File: config.mk
export PLATFORM = sky130hd
export DESIGN_NAME = strain_gauge_conditioner_unit
export DESIGN_NICKNAME = d
export VERILOG_FILES = /design/src/sgc_pkg.sv /design/src/sgc_ctrl.sv /design/src/sgc_div.sv /design/src/sgc_datapath.sv /design/src/strain_gauge_conditioner_unit.sv
export SDC_FILE = /design/constraint.sdc
export NUM_CORES = 2
export LEC_CHECK = 0
export BUFFER_PORTS_ARGS = -buffer_cell sky130_fd_sc_hd__buf_4
export CAP_MARGIN = 15
export CORE_MARGIN = 10
export CORE_UTILIZATION = 45
export DETAILED_ROUTE_END_ITERATION = 6
export PLACE_DENSITY = 0.61
export SETUP_SLACK_MARGIN = 0.02
export SKIP_LAST_GASP = 1
export SYNTH_ARGS = -nofsm -noshare
export SYNTH_HDL_FRONTEND = slang
export SYNTH_SLANG_ARGS = --single-unit
File: constraint.sdc
create_clock -name clk -period 11.8 [get_ports clk]
set_input_delay 0.59 -clock clk [delete_from_list [all_inputs] [get_ports clk]]
set_output_delay 0.59 -clock clk [all_outputs]
set_load 0.01 [all_outputs]
File: src/sgc_pkg.sv
// Shared types and constants for the strain gauge conditioner.
// Used by the controller, the divider, the datapath and the top level.
package sgc_pkg;

    localparam int SAMPLE_W = 12;
    localparam int WIN_W    = 7;
    localparam int SUM_W    = SAMPLE_W + WIN_W;
    localparam int AVG_W    = 20;
    localparam int ACC_W    = 36;
    localparam int TCNT_W   = 16;
    localparam int MARGIN_W = 12;
    localparam int CFG_DW   = 32;
    localparam int CFG_AW   = 3;
    localparam int DIV_W    = ACC_W;
    localparam int DIVS_W   = TCNT_W;
    localparam int STEP_W   = 6;
    localparam int PROD_W   = AVG_W + 1 + CFG_DW;

    localparam logic [STEP_W-1:0] AVG_STEPS  = STEP_W'(SUM_W + 8);
    localparam logic [STEP_W-1:0] TARE_STEPS = STEP_W'(DIV_W);
    localparam logic [AVG_W-1:0]  AVG_MAX    = 20'hFFF00;

    localparam logic [CFG_AW-1:0] REG_WINDOW     = 3'd0;
    localparam logic [CFG_AW-1:0] REG_SLOPE      = 3'd1;
    localparam logic [CFG_AW-1:0] REG_INTERCEPT  = 3'd2;
    localparam logic [CFG_AW-1:0] REG_TARE_COUNT = 3'd3;
    localparam logic [CFG_AW-1:0] REG_SAT_MARGIN = 3'd4;

    typedef struct packed {
        logic accept;      // latch a sample request and read the ring slot
        logic tare_start;  // clear the filter and arm the tare
        logic push;        // update ring, sum, fill and position
        logic div_start;
        logic div_long;    // tare division instead of average division
        logic avg_load;
        logic tare_step;
        logic tare_load;
        logic mul;
        logic add;
        logic fin;         // load the output register
    } sgc_cmd_t;

    typedef struct packed {
        logic div_busy;
        logic div_done;
        logic tare_active;
        logic tare_last;
        logic out_free;
    } sgc_status_t;

endpackage

File: src/sgc_ctrl.sv
// Sequencing controller for the strain gauge conditioner.
// Depends on sgc_pkg for the command and status structs.
module sgc_ctrl
    import sgc_pkg::*;
(
    input  logic        clk,
    input  logic        rst_n,
    input  logic        in_valid,
    input  logic        in_kind,
    output logic        in_ready,
    input  sgc_status_t st,
    output sgc_cmd_t    cmd
);

    typedef enum logic [3:0] {
        S_IDLE,
        S_PUSH,
        S_DIVA_GO,
        S_DIVA,
        S_TARE,
        S_DIVT_GO,
        S_DIVT,
        S_MUL,
        S_ADD,
        S_FIN
    } state_t;

    state_t state_reg;
    state_t state_next;
    logic   accept;

    assign in_ready = (state_reg == S_IDLE);
    assign accept   = in_valid & in_ready;

    always_comb
    begin
        state_next     = state_reg;
        cmd            = '0;
        case (state_reg)
            S_IDLE:
            begin
                if (accept)
                begin
                    cmd.accept     = ~in_kind;
                    cmd.tare_start = in_kind;
                    state_next     = in_kind ? S_MUL : S_PUSH;
                end
            end
            S_PUSH:
            begin
                cmd.push   = 1'b1;
                state_next = S_DIVA_GO;
            end
            S_DIVA_GO:
            begin
                cmd.div_start = 1'b1;
                state_next    = S_DIVA;
            end
            S_DIVA:
            begin
                if (st.div_done)
                begin
                    cmd.avg_load = 1'b1;
                    state_next   = st.tare_active ? S_TARE : S_MUL;
                end
            end
            S_TARE:
            begin
                cmd.tare_step = 1'b1;
                state_next    = st.tare_last ? S_DIVT_GO : S_MUL;
            end
            S_DIVT_GO:
            begin
                cmd.div_start = 1'b1;
                cmd.div_long  = 1'b1;
                state_next    = S_DIVT;
            end
            S_DIVT:
            begin
                cmd.div_long = 1'b1;
                if (st.div_done)
                begin
                    cmd.tare_load = 1'b1;
                    state_next    = S_MUL;
                end
            end
            S_MUL:
            begin
                cmd.mul    = 1'b1;
                state_next = S_ADD;
            end
            S_ADD:
            begin
                cmd.add    = 1'b1;
                state_next = S_FIN;
            end
            S_FIN:
            begin
                // Wait here only while an older result is still unclaimed.
                if (st.out_free)
                begin
                    cmd.fin    = 1'b1;
                    state_next = S_IDLE;
                end
            end
            default:
            begin
                state_next = S_IDLE;
            end
        endcase
    end

    always_ff @(posedge clk or negedge rst_n)
    begin
        if (!rst_n)
        begin
            state_reg <= S_IDLE;
        end
        else
        begin
            state_reg <= state_next;
        end
    end

endmodule

File: src/sgc_div.sv
// Restoring divider, one quotient bit per cycle, shared by the average and tare paths.
// Depends on sgc_pkg for widths and step counts.
module sgc_div
    import sgc_pkg::*;
(
    input  logic              clk,
    input  logic              rst_n,
    input  logic              start,
    input  logic              long_div,
    input  logic [DIV_W-1:0]  dividend,
    input  logic [DIVS_W-1:0] divisor,
    output logic              busy,
    output logic              done,
    output logic [AVG_W-1:0]  quotient
);

    localparam int SHORT_W = SUM_W + 8;

    logic              busy_reg;
    logic              done_reg;
    logic [STEP_W-1:0] cnt_reg;
    logic [DIVS_W:0]   rem_reg;
    logic [DIV_W-1:0]  q_reg;
    logic [DIVS_W-1:0] dvs_reg;
    logic [DIVS_W:0]   shifted;
    logic              fits;

    assign shifted  = {rem_reg[DIVS_W-1:0], q_reg[DIV_W-1]};
    assign fits     = (shifted >= {1'b0, dvs_reg});
    assign busy     = busy_reg;
    assign done     = done_reg;
    assign quotient = q_reg[AVG_W-1:0];

    always_ff @(posedge clk or negedge rst_n)
    begin
        if (!rst_n)
        begin
            busy_reg <= 1'b0;
            done_reg <= 1'b0;
            cnt_reg  <= '0;
        end
        else
        begin
            done_reg <= 1'b0;
            if (start)
            begin
                busy_reg <= 1'b1;
                cnt_reg  <= long_div ? TARE_STEPS : AVG_STEPS;
            end
            else if (busy_reg)
            begin
                cnt_reg <= cnt_reg - 1'b1;
                if (cnt_reg == STEP_W'(1))
                begin
                    busy_reg <= 1'b0;
                    done_reg <= 1'b1;
                end
            end
        end
    end

    always_ff @(posedge clk)
    begin
        if (start)
        begin
            rem_reg <= '0;
            dvs_reg <= divisor;
            // A short division starts with its dividend left-aligned.
            q_reg   <= long_div ? dividend
                                : {dividend[SHORT_W-1:0], {(DIV_W-SHORT_W){1'b0}}};
        end
        else if (busy_reg)
        begin
            rem_reg <= fits ? (shifted - {1'b0, dvs_reg}) : shifted;
            q_reg   <= {q_reg[DIV_W-2:0], fits};
        end
    end

endmodule

File: src/sgc_datapath.sv
// Datapath: configuration registers, sample ring, running sum, tare, calibration and
// output register. Depends on sgc_pkg and instantiates sgc_div.
module sgc_datapath
    import sgc_pkg::*;
#(
    parameter int RING_SLOTS = 64,
    parameter int ADC_BITS   = 12
)
(
    input  logic                clk,
    input  logic                rst_n,
    input  logic                cfg_wr_en,
    input  logic [CFG_AW-1:0]   cfg_wr_index,
    input  logic [CFG_DW-1:0]   cfg_wr_data,
    input  logic [SAMPLE_W-1:0] in_sample,
    input  logic                out_ready,
    output logic                out_valid,
    output logic [AVG_W-1:0]    out_avg,
    output logic [CFG_DW-1:0]   out_units,
    output logic                out_sat_high,
    output logic                out_sat_low,
    output logic                out_taring,
    input  sgc_cmd_t            cmd,
    output sgc_status_t         st
);

    localparam int AW = (RING_SLOTS > 1) ? $clog2(RING_SLOTS) : 1;
    localparam int PW = AW + 1;
    localparam logic [SAMPLE_W-1:0] CODE_MASK = SAMPLE_W'((32'd1 << ADC_BITS) - 32'd1);
    localparam logic [16:0] FULL_SCALE = 17'((32'd1 << ADC_BITS) - 32'd1);
    localparam logic signed [45:0] UNITS_MAX = 46'sh0_7FFF_FFFF;
    localparam logic signed [45:0] UNITS_MIN = -46'sh0_8000_0000;

    // Configuration
    logic [WIN_W-1:0]         win_reg;
    logic signed [CFG_DW-1:0] slope_reg;
    logic signed [CFG_DW-1:0] icpt_reg;
    logic [TCNT_W-1:0]        tcnt_reg;
    logic [MARGIN_W-1:0]      margin_reg;
    logic [WIN_W-1:0]         win_wr;

    // Filter and tare state
    logic [SAMPLE_W-1:0] ring_mem [RING_SLOTS];
    logic [SAMPLE_W-1:0] code_reg;
    logic [SAMPLE_W-1:0] old_reg;
    logic [SUM_W-1:0]    sum_reg;
    logic [AW-1:0]       pos_reg;
    logic [WIN_W-1:0]    fill_reg;
    logic [AVG_W-1:0]    avg_reg;
    logic [AVG_W-1:0]    tare_reg;
    logic [ACC_W-1:0]    acc_reg;
    logic [TCNT_W-1:0]   left_reg;

    logic signed [PROD_W-1:0] prod_reg;
    logic [CFG_DW-1:0]        units_reg;
    logic                     valid_reg;

    logic                full;
    logic [PW-1:0]       pos_inc;
    logic [TCNT_W-1:0]   tare_div;
    logic [DIV_W-1:0]    div_dividend;
    logic [DIVS_W-1:0]   div_divisor;
    logic                div_busy;
    logic                div_done;
    logic [AVG_W-1:0]    div_q;
    logic signed [AVG_W:0]  diff;
    logic signed [45:0]     units_sum;
    logic signed [17:0]     high_lim;

    always_comb
    begin
        win_wr = cfg_wr_data[WIN_W-1:0];
        if (win_wr == '0)
        begin
            win_wr = WIN_W'(1);
        end
        else if (32'(win_wr) > RING_SLOTS)
        begin
            win_wr = WIN_W'(RING_SLOTS);
        end
    end

    assign full     = (fill_reg == win_reg);
    assign pos_inc  = {1'b0, pos_reg} + PW'(1);
    assign tare_div = (tcnt_reg == '0) ? TCNT_W'(1) : tcnt_reg;

    assign div_dividend = cmd.div_long ? acc_reg
                                       : {{(DIV_W-SUM_W-8){1'b0}}, sum_reg, 8'b0};
    assign div_divisor  = cmd.div_long ? tare_div
                                       : {{(DIVS_W-WIN_W){1'b0}}, fill_reg};

    sgc_div u_div (
        .clk      (clk),
        .rst_n    (rst_n),
        .start    (cmd.div_start),
        .long_div (cmd.div_long),
        .dividend (div_dividend),
        .divisor  (div_divisor),
        .busy     (div_busy),
        .done     (div_done),
        .quotient (div_q)
    );

    assign st.div_busy    = div_busy;
    assign st.div_done    = div_done;
    assign st.tare_active = (left_reg != '0);
    assign st.tare_last   = (left_reg == TCNT_W'(1));
    assign st.out_free    = ~valid_reg | out_ready;

    assign diff = $signed({1'b0, avg_reg}) - $signed({1'b0, tare_reg});

    // The arithmetic shift rounds toward minus infinity.
    assign units_sum = $signed({prod_reg[PROD_W-1], prod_reg[PROD_W-1:8]})
                     + 46'(icpt_reg);

    assign high_lim = $signed({1'b0, FULL_SCALE}) - $signed({6'b0, margin_reg});

    always_ff @(posedge clk or negedge rst_n)
    begin
        if (!rst_n)
        begin
            win_reg    <= WIN_W'(16);
            slope_reg  <= 32'sd65536;
            icpt_reg   <= '0;
            tcnt_reg   <= TCNT_W'(1);
            margin_reg <= '0;
            sum_reg    <= '0;
            pos_reg    <= '0;
            fill_reg   <= '0;
            avg_reg    <= '0;
            tare_reg   <= '0;
            acc_reg    <= '0;
            left_reg   <= '0;
            valid_reg  <= 1'b0;
        end
        else
        begin
            if (cfg_wr_en)
            begin
                case (cfg_wr_index)
                    REG_WINDOW:
                    begin
                        win_reg  <= win_wr;
                        sum_reg  <= '0;
                        pos_reg  <= '0;
                        fill_reg <= '0;
                        avg_reg  <= '0;
                    end
                    REG_SLOPE:      slope_reg  <= cfg_wr_data;
                    REG_INTERCEPT:  icpt_reg   <= cfg_wr_data;
                    REG_TARE_COUNT: tcnt_reg   <= cfg_wr_data[TCNT_W-1:0];
                    REG_SAT_MARGIN: margin_reg <= cfg_wr_data[MARGIN_W-1:0];
                    default:
                    begin
                    end
                endcase
            end

            if (cmd.tare_start)
            begin
                sum_reg  <= '0;
                pos_reg  <= '0;
                fill_reg <= '0;
                avg_reg  <= '0;
                acc_reg  <= '0;
                left_reg <= tare_div;
            end

            if (cmd.push)
            begin
                sum_reg <= sum_reg - (full ? SUM_W'(old_reg) : '0) + SUM_W'(code_reg);
                if (!full)
                begin
                    fill_reg <= fill_reg + 1'b1;
                end
                pos_reg <= (pos_inc == PW'(win_reg)) ? '0 : pos_inc[AW-1:0];
            end

            if (cmd.avg_load)
            begin
                avg_reg <= div_q;
            end

            if (cmd.tare_step)
            begin
                acc_reg  <= acc_reg + ACC_W'(avg_reg);
                left_reg <= left_reg - 1'b1;
            end

            if (cmd.tare_load)
            begin
                tare_reg <= div_q;
            end

            if (cmd.fin)
            begin
                valid_reg <= 1'b1;
            end
            else if (out_ready)
            begin
                valid_reg <= 1'b0;
            end
        end
    end

    // Ring memory: one registered read at accept, one write when the sample is pushed.
    always_ff @(posedge clk)
    begin
        if (cmd.accept)
        begin
            old_reg  <= ring_mem[pos_reg];
            code_reg <= in_sample & CODE_MASK;
        end
        if (cmd.push)
        begin
            ring_mem[pos_reg] <= code_reg;
        end
    end

    always_ff @(posedge clk)
    begin
        if (cmd.mul)
        begin
            prod_reg <= PROD_W'(diff) * PROD_W'(slope_reg);
        end
        if (cmd.add)
        begin
            if (units_sum > UNITS_MAX)
            begin
                units_reg <= 32'h7FFF_FFFF;
            end
            else if (units_sum < UNITS_MIN)
            begin
                units_reg <= 32'h8000_0000;
            end
            else
            begin
                units_reg <= units_sum[CFG_DW-1:0];
            end
        end
        if (cmd.fin)
        begin
            out_avg      <= avg_reg;
            out_units    <= units_reg;
            out_sat_high <= $signed({6'b0, avg_reg}) >= $signed({high_lim, 8'b0});
            out_sat_low  <= avg_reg <= {margin_reg, 8'b0};
            out_taring   <= (left_reg != '0);
        end
    end

    assign out_valid = valid_reg;

endmodule

File: src/strain_gauge_conditioner_unit.sv
// Top level of the strain gauge conditioner: stream ports, configuration port,
// controller and datapath. Depends on sgc_pkg, sgc_ctrl and sgc_datapath.

// The block filters ADC codes with a moving average of up to RING_SLOTS samples and
// reports the average in Q12.8 codes, the tared and calibrated value in Q16.16 and
// saturation and taring flags, one result per request. It works on one request at a
// time; the shared divider produces one quotient bit per cycle over 27 bits for a
// sample. A sample taken while a tare is in progress passes through an extra tare
// step, the sample that completes a tare also runs the 36-bit tare division, and a
// tare-start request skips the divider. A new request is taken while the previous
// result still waits in the output register.
module strain_gauge_conditioner_unit
    import sgc_pkg::*;
#(
    parameter int RING_SLOTS = 64,
    parameter int ADC_BITS   = 12
)
(
    input  logic              clk,
    input  logic              rst_n,
    input  logic              cfg_wr_en,
    input  logic [CFG_AW-1:0] cfg_wr_index,
    input  logic [CFG_DW-1:0] cfg_wr_data,
    input  logic              s_tvalid,
    output logic              s_tready,
    input  logic [15:0]       s_tdata,   // [11:0] sample, [15:12] zero
    input  logic              s_tuser,   // kind
    output logic              m_tvalid,
    input  logic              m_tready,
    output logic [55:0]       m_tdata    // [19:0] avg_code, [51:20] units, [52] sat_high,
                                         // [53] sat_low, [54] taring, [55] zero
);

    sgc_cmd_t          cmd;
    sgc_status_t       st;
    logic [AVG_W-1:0]  avg;
    logic [CFG_DW-1:0] units;
    logic              sat_high;
    logic              sat_low;
    logic              taring;

    sgc_ctrl u_ctrl (
        .clk      (clk),
        .rst_n    (rst_n),
        .in_valid (s_tvalid),
        .in_kind  (s_tuser),
        .in_ready (s_tready),
        .st       (st),
        .cmd      (cmd)
    );

    sgc_datapath #(
        .RING_SLOTS (RING_SLOTS),
        .ADC_BITS   (ADC_BITS)
    ) u_dp (
        .clk          (clk),
        .rst_n        (rst_n),
        .cfg_wr_en    (cfg_wr_en),
        .cfg_wr_index (cfg_wr_index),
        .cfg_wr_data  (cfg_wr_data),
        .in_sample    (s_tdata[SAMPLE_W-1:0]),
        .out_ready    (m_tready),
        .out_valid    (m_tvalid),
        .out_avg      (avg),
        .out_units    (units),
        .out_sat_high (sat_high),
        .out_sat_low  (sat_low),
        .out_taring   (taring),
        .cmd          (cmd),
        .st           (st)
    );

    assign m_tdata = {1'b0, taring, sat_low, sat_high, units, avg};

    a_one_at_a_time: assert property (@(posedge clk) disable iff (!rst_n)
        s_tvalid && s_tready |=> !s_tready)
        else $error("request accepted while the previous one was still in work");

    a_div_free: assert property (@(posedge clk) disable iff (!rst_n)
        cmd.div_start |-> !st.div_busy)
        else $error("divider started while busy");

    a_one_cmd: assert property (@(posedge clk) disable iff (!rst_n)
        $onehot0({cmd.accept, cmd.tare_start, cmd.push, cmd.div_start, cmd.avg_load,
                  cmd.tare_step, cmd.tare_load, cmd.mul, cmd.add, cmd.fin}))
        else $error("more than one datapath command in a cycle");

    a_avg_range: assert property (@(posedge clk) disable iff (!rst_n)
        m_tvalid |-> (m_tdata[19:0] <= AVG_MAX))
        else $error("average above full scale");

endmodule

==> reports/results.txt <==
Run status -> completed
Die Span Y -> 430 um
# H-tree levels -> 4
Port Buffer Count -> 109
Resized cells post-CTS -> 0
Placed cells -> 8590
Cells after Synth -> 6435
Vias in the first global route -> 51000
Hold path start -> cfg_wr_data[31]
Final setup viols -> 0
Global-route wire length before repair -> 305 mm
DRT iter0 DRCs -> 4417
Multi-input gate area -> 35500 um2
Clock Pin Slew Worst Setup and Hold Paths -> 0.06 ns
Clk Latency, worst-skew pair -> 0.81 ns
Fraction of registers with async set/reset -> 19.2%
Nets -> 7553
Cell area after layout -> 84000 um2
Slowest stage delay, CP -> 1.00 ns
Reg2reg path depth -> 35
Worst path bufs/invs -> 5
Commonest non-fill, non-tap cell in the layout -> edfxtp_1
Vias per inst -> 5.59
Largest net degree at the start of global routing -> 98
Synthesized net count -> 7454
Gr usage total -> 21.1%
Cell mode on critical path -> fa_1
Hold slack -> 0.0704 ns
Grt ovf -> 0
WP data required -> 12.32 ns
Fill count -> 14600
TritonCTS Buffers -> 133
Root Driver -> clkbuf_16
IO Pins -> 115
Hold Crit Class -> input port to flop
Primary FF master, synth -> edfxtp_1
Storage element area -> 35500 um2
Initial core utilization -> 45.2%
Synth cell types -> 83
Synth Warn # -> 0
Tcrit/Tclk final -> 94.6%
Detailed Route WL -> 196 mm
Initial antenna violation count -> 1
Die width -> 430 um
Area growth from synthesis to layout -> 11.2%
Critical path capture point type -> flop
First-pass DRT Iterations -> 6
Crit-path leading delay family -> compound AO/OA/AOI/OAI gates
Largest fanout on the critical path -> 8
RePlAce Congestion -> 0.878
Reg2reg setup slack -> 0.64 ns
Max Clk Rate -> 89.6 MHz
Post-CTS setup buffer count -> 0
MaxCap Viol Count -> 0
Setup CP Type -> flop to flop
Clk_skew -> 0.0602 ns
Rel. slew slack -> 18.3%
DR vias -> 49400
Number of synthesized register bits -> 1228
Syn_area_per_cell -> 11.7 um2
RSZ-0062 raised after global routing -> false
Max FFs per register -> 768
Crit Reg-Reg Endpoint -> u_dp.prod_reg[46]
CTS max path bufs -> 3
Core footprint -> 167000 um2
Hpwl dp -> 130 mm
Layout cell share with drive strength beyond 1 -> 9.68%
Number of flops mapped to enable cells by yosys -> 976
Final TNS setup -> 0 ns
Sequential area share after synthesis -> 47.1%
Worst-Margin Slew -> 1.22 ns
Placement Cell Area -> 79400 um2
CP max stage cell -> a2111oi_0
Count of final max-slew check failures -> 0
CTS sink cnt -> 1228
Final min period -> 11.16 ns
Fin. Hold Viols -> 0
Setup crit start kind -> flop
FP Rows -> 150
Post-Syn Area -> 75500 um2
Cts hold-fix bufs -> 13
Hold path depth -> 2
Critical path arrival -> 11.68 ns
Post-DR wirelength/cell -> 22.2 um
# DRC -> 0
Die area -> 185000 um2
Most frequent cells in the layout -> edfxtp_1 (976), inv_1 (935), nand2_1 (748)
R2r startpoint -> u_dp.avg_reg[0]
DRT antenna net count -> 0
CTS tree -> done
WHS Endpoint -> u_dp.icpt_reg[31]
Layout Cells excl Fill -> 8840
stage by stage:
step	utilization, %	setup slack (ns)
2_1_floorplan	-	2.32
3_3_place_gp	47.5	0.754
3_5_place_dp	47.5	0.697
4_1_cts	50.3	0.630
5_1_grt	50.3	0.115
6_report	50.3	0.642
cells by family (layout without fill, tap and decap cells):
group,count (synthesis),count (layout),synth area share [%]
AOI/OAI and AO/OA,1099,1099,10.2
xor gates and xnor gates,167,167,1.94
adders and majority gates,962,962,22.7
buffers and inverters,1251,1450,6.29
DFF,1228,1228,47.1
muxes,164,164,2.36
other,1,3,0.00497
and+or+nand+nor,1563,1563,9.44
worst register-to-register path: cells and delay by family (launching register included):
family	cells	cell delay, ns
buf+inv	5	0.33
compound gates	13	4.29
fa+ha+maj	10	4.17
flops	1	0.41
xor+xnor	1	0.49
simple gates	6	1.22
how the worst max path moves through the flow:
stage | startpoint | to | cells after the start
floorplan | u_dp.avg_reg[0] | u_dp.prod_reg[46] | 36
global placement | u_dp.avg_reg[0] | u_dp.prod_reg[46] | 35
detailed placement | u_dp.avg_reg[0] | u_dp.prod_reg[46] | 35
CTS | u_dp.avg_reg[0] | u_dp.prod_reg[46] | 35
global route | u_dp.avg_reg[0] | u_dp.prod_reg[46] | 34
finish | u_dp.avg_reg[0] | u_dp.prod_reg[46] | 35
layout make-up:
cell class | count | area share [%]
Antenna cell | 2 | 0.00596
Sequential cell | 1228 | 42.3
Tap cell | 2204 | 3.28
Clock inverter | 71 | 1.10
Inverter | 935 | 4.18
Timing Repair Buffer | 280 | 2.61
Multi-Input combinational cell | 3956 | 42.3
Clock buffer | 164 | 4.22
cell usage after synthesis, types with 78 or more instances:
| cell type | count | share of area [%] |
|---|---|---|
| and2_1 | 160 | 1.3 |
| a22oi_1 | 226 | 2.2 |
| o21ai_0 | 197 | 1.3 |
| nand2_1 | 748 | 3.7 |
| xnor2_1 | 108 | 1.3 |
| dfrtp_1 | 233 | 7.7 |
| edfxtp_1 | 976 | 39 |
| a21o_1 | 78 | 0.78 |
| a221oi_1 | 81 | 0.94 |
| fa_1 | 683 | 18 |
| nor2_1 | 245 | 1.2 |
| clkbuf_1 | 281 | 1.4 |
| a21oi_1 | 153 | 1.0 |
| nand3_1 | 107 | 0.71 |
| mux2_2 | 113 | 1.7 |
| a22o_1 | 97 | 1.1 |
| ha_1 | 279 | 4.6 |
| inv_1 | 935 | 4.6 |
routing by layer:
layer  track usage, %  routed length [um]  up-vias  part of all wire, %
met5                0                  13        -               0.0066
met4             6.23                5230        2                  2.7
met3             3.60               13500      329                  6.9
met2             34.1               92400     1797                   47
met1             29.2               85100    25100                   43
li1                 -                   -    22200                    -
Power is not shown: default switching activity piles up to over one toggle a cycle in this logic, so the estimate is an artifact.
